==> config.mk <==
export PLATFORM = sky130hd
export DESIGN_NAME = srt_preemptive_scheduler_flat
export DESIGN_NICKNAME = d
export VERILOG_FILES = /design/src/design/srt_pkg.sv /design/src/design/srt_if.sv /design/src/design/srt_ctrl.sv /design/src/design/srt_dp.sv /design/src/design/srt_preemptive_scheduler.sv /design/src/flat_wrapper.sv
export SDC_FILE = /design/constraint.sdc
export NUM_CORES = 1
export LEC_CHECK = 0
export ABC_AREA = 1
export CAP_MARGIN = 20
export CORE_MARGIN = 2
export CORE_UTILIZATION = 50
export DETAILED_ROUTE_END_ITERATION = 10
export DONT_BUFFER_PORTS = 1
export PLACE_DENSITY_LB_ADDON = 0.15
export SLEW_MARGIN = 15
export SYNTH_ARGS = -nofsm -noshare
export SYNTH_HDL_FRONTEND = slang
export SYNTH_SLANG_ARGS = --single-unit
==> constraint.sdc <==
create_clock -name clock -period 10.5 [get_ports clock]
set_clock_uncertainty 0.05 [all_clocks]
set_input_delay 3.15 -clock clock [delete_from_list [all_inputs] [get_ports clock]]
set_output_delay 3.15 -clock clock [all_outputs]
set_load 0.02 [all_outputs]
==> src/design/srt_pkg.sv <==
// Shared types and codes for the shortest-remaining-time scheduler.
`timescale 1ns / 1ps

package srt_pkg;

   // Item kinds carried on the request channel.
   localparam logic KIND_LOAD = 1'b0;
   localparam logic KIND_TICK = 1'b1;

   // Controller states, one-hot.
   typedef enum logic [5:0] {
      ST_IDLE   = 6'b000001,
      ST_SCAN   = 6'b000010,
      ST_DRAIN  = 6'b000100,
      ST_FETCH  = 6'b001000,
      ST_UPDATE = 6'b010000,
      ST_FINISH = 6'b100000
   } state_type;

   // Commands from the controller to the datapath.
   typedef struct packed {
      logic load;     // append the request beat to the table
      logic start;    // open a tick: clear the scan and the pick
      logic scan;     // walk the table one entry per cycle
      logic fetch;    // read the chosen entry's burst
      logic update;   // run the chosen entry for one unit
      logic publish;  // load the result register
   } cmd_type;

   // Status from the datapath to the controller.
   typedef struct packed {
      logic scan_end; // every loaded entry has been issued
   } status_type;

endpackage

==> src/design/srt_if.sv <==
// Handshake channels of the scheduler: request beats and result beats.
`timescale 1ns / 1ps

interface srt_req_if;
   logic        valid;
   logic        ready;
   logic        kind;
   logic [15:0] arrive_tick;
   logic [15:0] burst_len;

   modport source (output valid, kind, arrive_tick, burst_len, input ready);
   modport sink   (input valid, kind, arrive_tick, burst_len, output ready);
endinterface

interface srt_rsp_if;
   logic        valid;
   logic        ready;
   logic [15:0] tick_time;
   logic        cpu_idle;
   logic [3:0]  runner_index;
   logic        segment_start;
   logic        first_dispatch;
   logic [15:0] response_delay;
   logic        finished;
   logic [15:0] turnaround;
   logic [15:0] wait_total;
   logic        all_done;

   modport source (output valid, tick_time, cpu_idle, runner_index, segment_start,
                   first_dispatch, response_delay, finished, turnaround, wait_total,
                   all_done, input ready);
   modport sink   (input valid, tick_time, cpu_idle, runner_index, segment_start,
                   first_dispatch, response_delay, finished, turnaround, wait_total,
                   all_done, output ready);
endinterface

==> src/design/srt_ctrl.sv <==
// Controller state machine of the scheduler: sequences loads and ticks.
`timescale 1ns / 1ps

module srt_ctrl (
   input  logic                clock,
   input  logic                reset,
   input  logic                req_valid,
   input  logic                req_kind,
   output logic                req_ready,
   output logic                rsp_valid,
   input  logic                rsp_ready,
   input  srt_pkg::status_type status,
   output srt_pkg::cmd_type    cmd
);

   srt_pkg::state_type state_ff, state_in;
   logic               out_valid_ff, out_valid_in;
   logic               accept;

   // A request beat is taken only between ticks.
   assign req_ready = (state_ff == srt_pkg::ST_IDLE);
   assign accept    = req_valid && req_ready;
   assign rsp_valid = out_valid_ff;

   // Next state and commands.
   always_comb begin
      state_in    = state_ff;
      cmd         = '0;
      case (state_ff)
         srt_pkg::ST_IDLE: begin
            if (accept && (req_kind == srt_pkg::KIND_TICK)) begin
               cmd.start = 1'b1;
               state_in  = srt_pkg::ST_SCAN;
            end else if (accept) begin
               cmd.load = 1'b1;
            end
         end
         srt_pkg::ST_SCAN: begin
            cmd.scan = 1'b1;
            if (status.scan_end) begin
               state_in = srt_pkg::ST_DRAIN;
            end
         end
         srt_pkg::ST_DRAIN: begin
            state_in = srt_pkg::ST_FETCH;
         end
         srt_pkg::ST_FETCH: begin
            cmd.fetch = 1'b1;
            state_in  = srt_pkg::ST_UPDATE;
         end
         srt_pkg::ST_UPDATE: begin
            cmd.update = 1'b1;
            state_in   = srt_pkg::ST_FINISH;
         end
         srt_pkg::ST_FINISH: begin
            // Wait here until the result register is free.
            if (!out_valid_ff || rsp_ready) begin
               cmd.publish = 1'b1;
               state_in    = srt_pkg::ST_IDLE;
            end
         end
         default: begin
            state_in = srt_pkg::ST_IDLE;
         end
      endcase
   end

   // The result beat stays valid until the receiver takes it.
   always_comb begin
      if (cmd.publish) begin
         out_valid_in = 1'b1;
      end else if (rsp_ready) begin
         out_valid_in = 1'b0;
      end else begin
         out_valid_in = out_valid_ff;
      end
   end

   always_ff @(posedge clock) begin
      if (reset) begin
         state_ff     <= srt_pkg::ST_IDLE;
         out_valid_ff <= 1'b0;
      end else begin
         state_ff     <= state_in;
         out_valid_ff <= out_valid_in;
      end
   end

endmodule

==> src/design/srt_dp.sv <==
// Datapath of the scheduler: process table, minimum scan, timing arithmetic.
`timescale 1ns / 1ps

module srt_dp #(
   parameter int MAX_PROCS = 16,
   parameter int TIME_BITS = 16
) (
   input  logic                clock,
   input  logic                reset,
   input  srt_pkg::cmd_type    cmd,
   output srt_pkg::status_type status,
   input  logic [15:0]         arrive_tick,
   input  logic [15:0]         burst_len,
   output logic [15:0]         tick_time,
   output logic                cpu_idle,
   output logic [3:0]          runner_index,
   output logic                segment_start,
   output logic                first_dispatch,
   output logic [15:0]         response_delay,
   output logic                finished,
   output logic [15:0]         turnaround,
   output logic [15:0]         wait_total,
   output logic                all_done
);

   localparam int IDX_W = $clog2(MAX_PROCS);
   localparam int CNT_W = $clog2(MAX_PROCS + 1);
   localparam int CMP_W = (TIME_BITS > 16) ? TIME_BITS : 16;
   localparam int RX_W  = (IDX_W > 4) ? IDX_W : 4;
   localparam logic [TIME_BITS-1:0] TIME_MAX = '1;

   // Process table memories.
   logic [TIME_BITS-1:0] arr_mem [MAX_PROCS];
   logic [15:0]          bur_mem [MAX_PROCS];
   logic [15:0]          rem_mem [MAX_PROCS];
   logic [MAX_PROCS-1:0] started_ff;
   logic [MAX_PROCS-1:0] done_ff;

   logic [CNT_W-1:0]     loaded_ff, fin_ff, scan_idx_ff;
   logic [TIME_BITS-1:0] now_ff;
   logic                 last_valid_ff, last_idle_ff;
   logic [IDX_W-1:0]     last_idx_ff;

   logic                 rd_valid_ff;
   logic [IDX_W-1:0]     rd_idx_ff;
   logic [TIME_BITS-1:0] arr_q;
   logic [15:0]          bur_q, rem_q;

   logic                 pick_valid_ff;
   logic [IDX_W-1:0]     pick_idx_ff;
   logic [15:0]          best_ff;
   logic [TIME_BITS-1:0] pick_arr_ff;

   logic                 res_idle_ff, res_seg_ff, res_first_ff, res_fin_ff;
   logic [TIME_BITS-1:0] res_tick_ff, res_resp_ff, res_turn_ff;

   logic                 room, issue, rd_en, elig, better, fin_now;
   logic [IDX_W-1:0]     rd_addr, rem_waddr;
   logic                 rem_we;
   logic [15:0]          rem_wdata;
   logic [CMP_W-1:0]     arr_in_ext;
   logic [TIME_BITS-1:0] now_next;
   logic [CMP_W-1:0]     turn_ext, bur_ext, wait_ext, tick_ext, resp_ext;
   logic [RX_W-1:0]      runner_ext;

   assign room            = loaded_ff < CNT_W'(MAX_PROCS);
   assign status.scan_end = (scan_idx_ff == loaded_ff);
   assign issue           = cmd.scan && !status.scan_end;
   assign rd_en           = issue || cmd.fetch;
   assign rd_addr         = cmd.fetch ? pick_idx_ff : scan_idx_ff[IDX_W-1:0];
   assign arr_in_ext      = CMP_W'(arrive_tick);

   // Remaining-time write port: a load fills it, a run counts it down.
   assign fin_now = (best_ff <= 16'd1);
   always_comb begin
      rem_we    = 1'b0;
      rem_waddr = loaded_ff[IDX_W-1:0];
      rem_wdata = burst_len;
      if (cmd.load && room) begin
         rem_we = 1'b1;
      end else if (cmd.update && pick_valid_ff) begin
         rem_we    = 1'b1;
         rem_waddr = pick_idx_ff;
         rem_wdata = fin_now ? 16'd0 : (best_ff - 16'd1);
      end
   end

   // Table memories, one write and one registered read a cycle.
   always_ff @(posedge clock) begin
      if (cmd.load && room) begin
         arr_mem[loaded_ff[IDX_W-1:0]] <= arr_in_ext[TIME_BITS-1:0];
         bur_mem[loaded_ff[IDX_W-1:0]] <= burst_len;
      end
      if (rem_we) begin
         rem_mem[rem_waddr] <= rem_wdata;
      end
      if (rd_en) begin
         arr_q <= arr_mem[rd_addr];
         bur_q <= bur_mem[rd_addr];
         rem_q <= rem_mem[rd_addr];
      end
   end

   // Per-entry flags: cleared on load, set when an entry runs or completes.
   always_ff @(posedge clock) begin
      if (cmd.load && room) begin
         started_ff[loaded_ff[IDX_W-1:0]] <= 1'b0;
         done_ff[loaded_ff[IDX_W-1:0]]    <= 1'b0;
      end else if (cmd.update && pick_valid_ff) begin
         started_ff[pick_idx_ff] <= 1'b1;
         if (fin_now) begin
            done_ff[pick_idx_ff] <= 1'b1;
         end
      end
   end

   // Scan pointer and the read-valid pipe that follows the memory latency.
   always_ff @(posedge clock) begin
      if (reset) begin
         scan_idx_ff <= '0;
         rd_valid_ff <= 1'b0;
      end else begin
         if (cmd.start) begin
            scan_idx_ff <= '0;
         end else if (issue) begin
            scan_idx_ff <= scan_idx_ff + 1'b1;
         end
         rd_valid_ff <= issue;
      end
      rd_idx_ff <= scan_idx_ff[IDX_W-1:0];
   end

   // Running minimum: strict less-than keeps the lowest index on ties.
   assign elig   = rd_valid_ff && !done_ff[rd_idx_ff] && (arr_q <= now_ff);
   assign better = elig && (!pick_valid_ff || (rem_q < best_ff));

   always_ff @(posedge clock) begin
      if (reset) begin
         pick_valid_ff <= 1'b0;
      end else if (cmd.start) begin
         pick_valid_ff <= 1'b0;
      end else if (better) begin
         pick_valid_ff <= 1'b1;
      end
      if (better) begin
         pick_idx_ff <= rd_idx_ff;
         best_ff     <= rem_q;
         pick_arr_ff <= arr_q;
      end
   end

   // Saturating clock of the schedule.
   assign now_next = (now_ff == TIME_MAX) ? now_ff : (now_ff + 1'b1);

   // Counters, timeline history and the run of one unit.
   always_ff @(posedge clock) begin
      if (reset) begin
         loaded_ff     <= '0;
         fin_ff        <= '0;
         now_ff        <= '0;
         last_valid_ff <= 1'b0;
         last_idle_ff  <= 1'b0;
         last_idx_ff   <= '0;
      end else begin
         if (cmd.load && room) begin
            loaded_ff <= loaded_ff + 1'b1;
         end
         if (cmd.update) begin
            now_ff <= now_next;
            if (pick_valid_ff) begin
               last_valid_ff <= 1'b1;
               last_idx_ff   <= pick_idx_ff;
               last_idle_ff  <= 1'b0;
               if (fin_now) begin
                  fin_ff <= fin_ff + 1'b1;
               end
            end else begin
               last_valid_ff <= 1'b0;
               last_idle_ff  <= 1'b1;
            end
         end
      end
   end

   // Tick results held for the final stage.
   always_ff @(posedge clock) begin
      if (cmd.update) begin
         res_tick_ff  <= now_ff;
         res_idle_ff  <= !pick_valid_ff;
         res_resp_ff  <= now_ff - pick_arr_ff;
         res_turn_ff  <= now_next - pick_arr_ff;
         if (pick_valid_ff) begin
            res_seg_ff   <= !last_valid_ff || (last_idx_ff != pick_idx_ff);
            res_first_ff <= !started_ff[pick_idx_ff];
            res_fin_ff   <= fin_now;
         end else begin
            res_seg_ff   <= !last_idle_ff;
            res_first_ff <= 1'b0;
            res_fin_ff   <= 1'b0;
         end
      end
   end

   // Waiting time, clamped at zero when saturation shortened the turnaround.
   assign turn_ext   = CMP_W'(res_turn_ff);
   assign bur_ext    = CMP_W'(bur_q);
   assign wait_ext   = (turn_ext >= bur_ext) ? (turn_ext - bur_ext) : '0;
   assign tick_ext   = CMP_W'(res_tick_ff);
   assign resp_ext   = CMP_W'(res_resp_ff);
   assign runner_ext = RX_W'(pick_idx_ff);

   // Result register.
   always_ff @(posedge clock) begin
      if (cmd.publish) begin
         tick_time      <= tick_ext[15:0];
         cpu_idle       <= res_idle_ff;
         runner_index   <= res_idle_ff ? 4'd0 : runner_ext[3:0];
         segment_start  <= res_seg_ff;
         first_dispatch <= res_first_ff;
         response_delay <= res_first_ff ? resp_ext[15:0] : 16'd0;
         finished       <= res_fin_ff;
         turnaround     <= res_fin_ff ? turn_ext[15:0] : 16'd0;
         wait_total     <= res_fin_ff ? wait_ext[15:0] : 16'd0;
         all_done       <= (fin_ff == loaded_ff);
      end
   end

`ifndef ASSERT_OFF
   a_fin_le_loaded: assert property (@(posedge clock) disable iff (reset)
      fin_ff <= loaded_ff)
      else $error("more completions than loaded processes");

   a_pick_loaded: assert property (@(posedge clock) disable iff (reset)
      (cmd.fetch && pick_valid_ff) |-> (CNT_W'(pick_idx_ff) < loaded_ff))
      else $error("chosen entry lies beyond the loaded table");

   a_fin_count: assert property (@(posedge clock) disable iff (reset)
      (cmd.update && pick_valid_ff && fin_now) |=> (fin_ff == $past(fin_ff) + 1'b1))
      else $error("completion not counted");
`endif

endmodule

==> src/design/srt_preemptive_scheduler.sv <==
// Top level of the preemptive shortest-remaining-time scheduler.
//
// Usage: beats arrive on req_chan with kind, arrive_tick and burst_len.
// A load beat (kind 0) appends one process to a table of MAX_PROCS entries in
// the cycle it is taken and gives no result; loads into a full table are dropped.
// A tick beat (kind 1) chooses the arrived, unfinished entry with the least
// remaining time, runs it for one unit and yields one result beat on rsp_chan.
// A tick: the controller walks the table one entry per cycle through a single
// registered memory read port, detects the end of the table, then steps
// through pipeline drain, fetching the burst, the update and the result stage.
// One tick is processed at a time; a new request is taken once the previous
// tick has moved into the result register.
// Reset clears the table, the time counter and the segment history.
// If the receiver stalls, the result beat holds on rsp_chan; loads are still
// taken, and the next tick stops in its last stage until the beat is taken.
`timescale 1ns / 1ps

module srt_preemptive_scheduler #(
   parameter int MAX_PROCS = 16,
   parameter int TIME_BITS = 16
) (
   input  logic      clock,
   input  logic      reset,
   srt_req_if.sink   req_chan,
   srt_rsp_if.source rsp_chan
);

   srt_pkg::cmd_type    cmd;
   srt_pkg::status_type status;

   // Sequencing.
   srt_ctrl u_ctrl (
      .clock     (clock),
      .reset     (reset),
      .req_valid (req_chan.valid),
      .req_kind  (req_chan.kind),
      .req_ready (req_chan.ready),
      .rsp_valid (rsp_chan.valid),
      .rsp_ready (rsp_chan.ready),
      .status    (status),
      .cmd       (cmd)
   );

   // Table, scan and arithmetic.
   srt_dp #(
      .MAX_PROCS (MAX_PROCS),
      .TIME_BITS (TIME_BITS)
   ) u_dp (
      .clock          (clock),
      .reset          (reset),
      .cmd            (cmd),
      .status         (status),
      .arrive_tick    (req_chan.arrive_tick),
      .burst_len      (req_chan.burst_len),
      .tick_time      (rsp_chan.tick_time),
      .cpu_idle       (rsp_chan.cpu_idle),
      .runner_index   (rsp_chan.runner_index),
      .segment_start  (rsp_chan.segment_start),
      .first_dispatch (rsp_chan.first_dispatch),
      .response_delay (rsp_chan.response_delay),
      .finished       (rsp_chan.finished),
      .turnaround     (rsp_chan.turnaround),
      .wait_total     (rsp_chan.wait_total),
      .all_done       (rsp_chan.all_done)
   );

endmodule
==> src/flat_wrapper.sv <==
// flat-port wrapper written by rule: the top's interface ports become plain ports
module srt_preemptive_scheduler_flat 
#(
   parameter int MAX_PROCS = 16,
   parameter int TIME_BITS = 16
)
  (clock, reset, req_chan_valid, req_chan_kind, req_chan_arrive_tick, req_chan_burst_len, req_chan_ready, rsp_chan_valid, rsp_chan_tick_time, rsp_chan_cpu_idle, rsp_chan_runner_index, rsp_chan_segment_start, rsp_chan_first_dispatch, rsp_chan_response_delay, rsp_chan_finished, rsp_chan_turnaround, rsp_chan_wait_total, rsp_chan_all_done, rsp_chan_ready);
  srt_req_if req_chan_i ();
  srt_rsp_if rsp_chan_i ();
  input  logic clock;
  input  logic reset;
  input wire logic [$bits(req_chan_i.valid)-1:0] req_chan_valid;
  input wire logic [$bits(req_chan_i.kind)-1:0] req_chan_kind;
  input wire logic [$bits(req_chan_i.arrive_tick)-1:0] req_chan_arrive_tick;
  input wire logic [$bits(req_chan_i.burst_len)-1:0] req_chan_burst_len;
  output wire logic [$bits(req_chan_i.ready)-1:0] req_chan_ready;
  output wire logic [$bits(rsp_chan_i.valid)-1:0] rsp_chan_valid;
  output wire logic [$bits(rsp_chan_i.tick_time)-1:0] rsp_chan_tick_time;
  output wire logic [$bits(rsp_chan_i.cpu_idle)-1:0] rsp_chan_cpu_idle;
  output wire logic [$bits(rsp_chan_i.runner_index)-1:0] rsp_chan_runner_index;
  output wire logic [$bits(rsp_chan_i.segment_start)-1:0] rsp_chan_segment_start;
  output wire logic [$bits(rsp_chan_i.first_dispatch)-1:0] rsp_chan_first_dispatch;
  output wire logic [$bits(rsp_chan_i.response_delay)-1:0] rsp_chan_response_delay;
  output wire logic [$bits(rsp_chan_i.finished)-1:0] rsp_chan_finished;
  output wire logic [$bits(rsp_chan_i.turnaround)-1:0] rsp_chan_turnaround;
  output wire logic [$bits(rsp_chan_i.wait_total)-1:0] rsp_chan_wait_total;
  output wire logic [$bits(rsp_chan_i.all_done)-1:0] rsp_chan_all_done;
  input wire logic [$bits(rsp_chan_i.ready)-1:0] rsp_chan_ready;
  assign req_chan_i.valid = req_chan_valid;
  assign req_chan_i.kind = req_chan_kind;
  assign req_chan_i.arrive_tick = req_chan_arrive_tick;
  assign req_chan_i.burst_len = req_chan_burst_len;
  assign req_chan_ready = req_chan_i.ready;
  assign rsp_chan_valid = rsp_chan_i.valid;
  assign rsp_chan_tick_time = rsp_chan_i.tick_time;
  assign rsp_chan_cpu_idle = rsp_chan_i.cpu_idle;
  assign rsp_chan_runner_index = rsp_chan_i.runner_index;
  assign rsp_chan_segment_start = rsp_chan_i.segment_start;
  assign rsp_chan_first_dispatch = rsp_chan_i.first_dispatch;
  assign rsp_chan_response_delay = rsp_chan_i.response_delay;
  assign rsp_chan_finished = rsp_chan_i.finished;
  assign rsp_chan_turnaround = rsp_chan_i.turnaround;
  assign rsp_chan_wait_total = rsp_chan_i.wait_total;
  assign rsp_chan_all_done = rsp_chan_i.all_done;
  assign rsp_chan_i.ready = rsp_chan_ready;
  srt_preemptive_scheduler #(.MAX_PROCS(MAX_PROCS), .TIME_BITS(TIME_BITS)) u_core (.clock(clock), .reset(reset), .req_chan(req_chan_i), .rsp_chan(rsp_chan_i));
endmodule
==> results.cfg <==
[timing]
whs_ps = 366.9
setup_ws_ps = 4827
setup_viol = 0
finalSetupTns_ps = 0
slew_headroom_pct = 19.79
rsz0062_at_grt = false
hold_violations = 0
fmax_ghz = 0.1763
worstMarginPinSlew_ps = 1191
report.final.slew_viol_count = 0
fin_crit_ps = 5673
period_share_pct = 54.03

[power]
power_density_nw_per_um2 = 163.6
ir_drop_mv = 0.1492
p_leak_nw = 22.46
p_total_mw = 8.657

[worst_setup_path]
path_buf_inv = 1
cp.required_ps = 10770
ff2ff_path_depth = 12
max_stage_delay_ps = 950
worstPathArrival_ps = 5940
worstPathCellList = inv_1 -> nor2_1 -> nand2_1 -> nand2_1 -> nand3_1 -> nor2_2
r2r-end = u_core.u_dp.arr_q[1]
crit_family = simple AND/OR/NAND/NOR gates
worstPathMaxFanout = 20
crit_path_end = u_core.u_dp.rem_mem[8][14]
crit_path_end_kind = register
r2r_slack_ps = 5670
cpMostUsedCell = nand2_1
cp-start-kind = input port
reg2reg_from = u_core.u_ctrl.state_ff[4]
critPathKind = input port to register
crit_path_top_delay_cell = nand2_1
crit_cells = 6
startpoint = req_chan_valid

[finish]
drive_gt1_share_pct = 5.592
final_cell_mix = 1051 x nand2_1, 1009 x edfxtp_1, 966 x inv_1
fin_cells = 6041
final_common_cell = nand2_1
area_growth_pct = 10.09
fin_util_pct = 55.62
nets = 4818
final_area_um2 = 52920

[grt]
grt_pass1_vias = 30420
grt-ovfl-total = 0
gr-usage-all-layers_pct = 25.56
grt_pass1_wl_um = 187700
grt_max_degree = 132
antenna_found_initial = 5

[synth]
synth_warnings = 0
ys_top_cells_by_area = edfxtp_1 63%, nand2_1 8.2%, nand3_1 8.1%
synth_compound_area_share_pct = 2.806
synthCells = 4718
postSynthRegisterBits = 1059
synthesis.nets = 4844
yosys.area_share.adder_pct = 2.363
synth_area_um2 = 48070
yosys.area.top_type = edfxtp_1
synth_xor_area_share_pct = 1.221
avgSynthCellArea_um2 = 10.19
synth_cell_type_count = 43
synth_mux_area_share_pct = 0
yosys.area_share.simple_pct = 19.03
synth_top_area_share_pct = 63.03
seq_area_frac_synth_pct = 65.11
synth_top_family_by_area = simple AND/OR/NAND/NOR gates

[job]
cap_violations = 0

[floorplan]
die_w_um = 314.1
ioPinCount = 112
fp.dieArea_um2 = 98640
dieHeight_um = 314.1
coreArea_um2 = 95150
rows = 113
initial_core_util_pct = 50.52

[clock_tree]
root_buffer = clkbuf_16
numCtsBuffers = 110
htree_levels = 3
cts_resized = 0
clk_latency_ps = 690
ctsHoldBuffers = 0
clkTransAtPathRegs_ps = 60
clk_path_buf_depth = 3
postCtsSetupRepairBufs = 0
cts_tree = built
cts.sinks = 1059

[routing]
drt_iter0_markers = 3248
drt_first_pass_iters = 6
ant_nets = 0
drc = 0
via_count = 31800
avgRoutedWirePerCell_um = 20.85
routed_wl_um = 126000
viasPerCell = 5.264

[placed_design]
io_buffer_count = 0
placed_area_um2 = 49360
dp_cells = 5843
post-dp-hpwl_um = 76050
pre_cts_slack_ps = 4159
gp_congestion = 0.9230

[run_status]
outcome = completed

[hold_path]
hold_path.class = register to register
==> worst register-to-register path: stages (launching register included) <==
cell	delay (ps)
dfxtp_1	460
nor2_4	100
nand3_2	360
nand2_2	520
buf_4	470
nand2_8	520
buf_4	790
buf_4	700
nand2_1	140
nand3_1	110
nand3_1	90
nand3_1	110
nand2_1	140
==> cell families after synthesis <==
logic type / count (synthesis)
adder cells (fa/ha/maj): 89
buffers and inverters: 1173
flip-flops: 1059
AO/OA/AOI/OAI: 245
AND/OR/NAND/NOR: 2085
XOR/XNOR: 67
==> synthesized netlist by cell type (all sizes together) <==
| master | instances |
|---|---|
| xor2 | 52 |
| xnor2 | 15 |
| o21bai | 9 |
| fa | 3 |
| or2 | 5 |
| nand3 | 783 |
| a21boi | 3 |
| a21o | 6 |
| a31oi | 1 |
| nor2 | 141 |
| nor3b | 2 |
| nor3 | 23 |
| inv | 985 |
| and2 | 1 |
| clkinv | 2 |
| a22o | 1 |
| dfxtp | 50 |
| edfxtp | 1009 |
| nand2 | 1056 |
| o21ai | 93 |
| o221ai | 3 |
| nor4 | 2 |
| o21a | 4 |
| a22oi | 3 |
| nand3b | 50 |
| ha | 86 |
| a21oi | 101 |
| o211ai | 4 |
| o22ai | 16 |
| buf | 113 |
| a211oi | 1 |
| nand4 | 22 |
| clkbuf | 73 |
==> metal layers <==
| metal | track usage [%] | routed length (µm) | up-vias |
|---|---|---|---|
| li1 | - | - | 15370 |
| met2 | 41.38 | 58800 | 1020 |
| met4 | 11.21 | 5653 | 6 |
| met1 | 34.05 | 53650 | 15120 |
| met3 | 4.354 | 7838 | 283 |
| met5 | 0 | 40 | - |
==> layout make-up <==
| type | instances | area (µm²) |
|---|---|---|
| Tap cell | 1265 | 1583 |
| Clock inverter | 59 | 578.1 |
| Fill cell | 8176 | 42230 |
| Multi-Input combinational cell | 2486 | 12400 |
| Sequential cell | 1059 | 31300 |
| Timing Repair Buffer | 48 | 417.9 |
| Inverter | 987 | 3707 |
| Clock buffer | 136 | 2934 |
| Antenna cell | 1 | 2.502 |
==> how the worst min path moves through the flow <==
stage                                start  depth (start not counted)                   endpoint
3_5_place_dp   u_core.u_dp.res_tick_ff[13]                          0  u_core.u_dp.tick_time[13]
4_1_cts         u_core.u_dp.res_tick_ff[2]                          0   u_core.u_dp.tick_time[2]
6_report        u_core.u_dp.res_tick_ff[8]                          0   u_core.u_dp.tick_time[8]
3_3_place_gp   u_core.u_dp.res_tick_ff[15]                          0  u_core.u_dp.tick_time[15]
2_1_floorplan   u_core.u_dp.scan_idx_ff[1]                          0   u_core.u_dp.rd_idx_ff[1]
5_1_grt         u_core.u_dp.res_tick_ff[9]                          0   u_core.u_dp.tick_time[9]
==> power by group <==
part / switching, mW / internal, mW / leakage (nW)
sequential: 0.00990 / 4.64 / 9.46
clock: 1.60 / 2.24 / 1.73
combinational: 0.123 / 0.0383 / 11.3
Power figures use the tool's default switching activity.
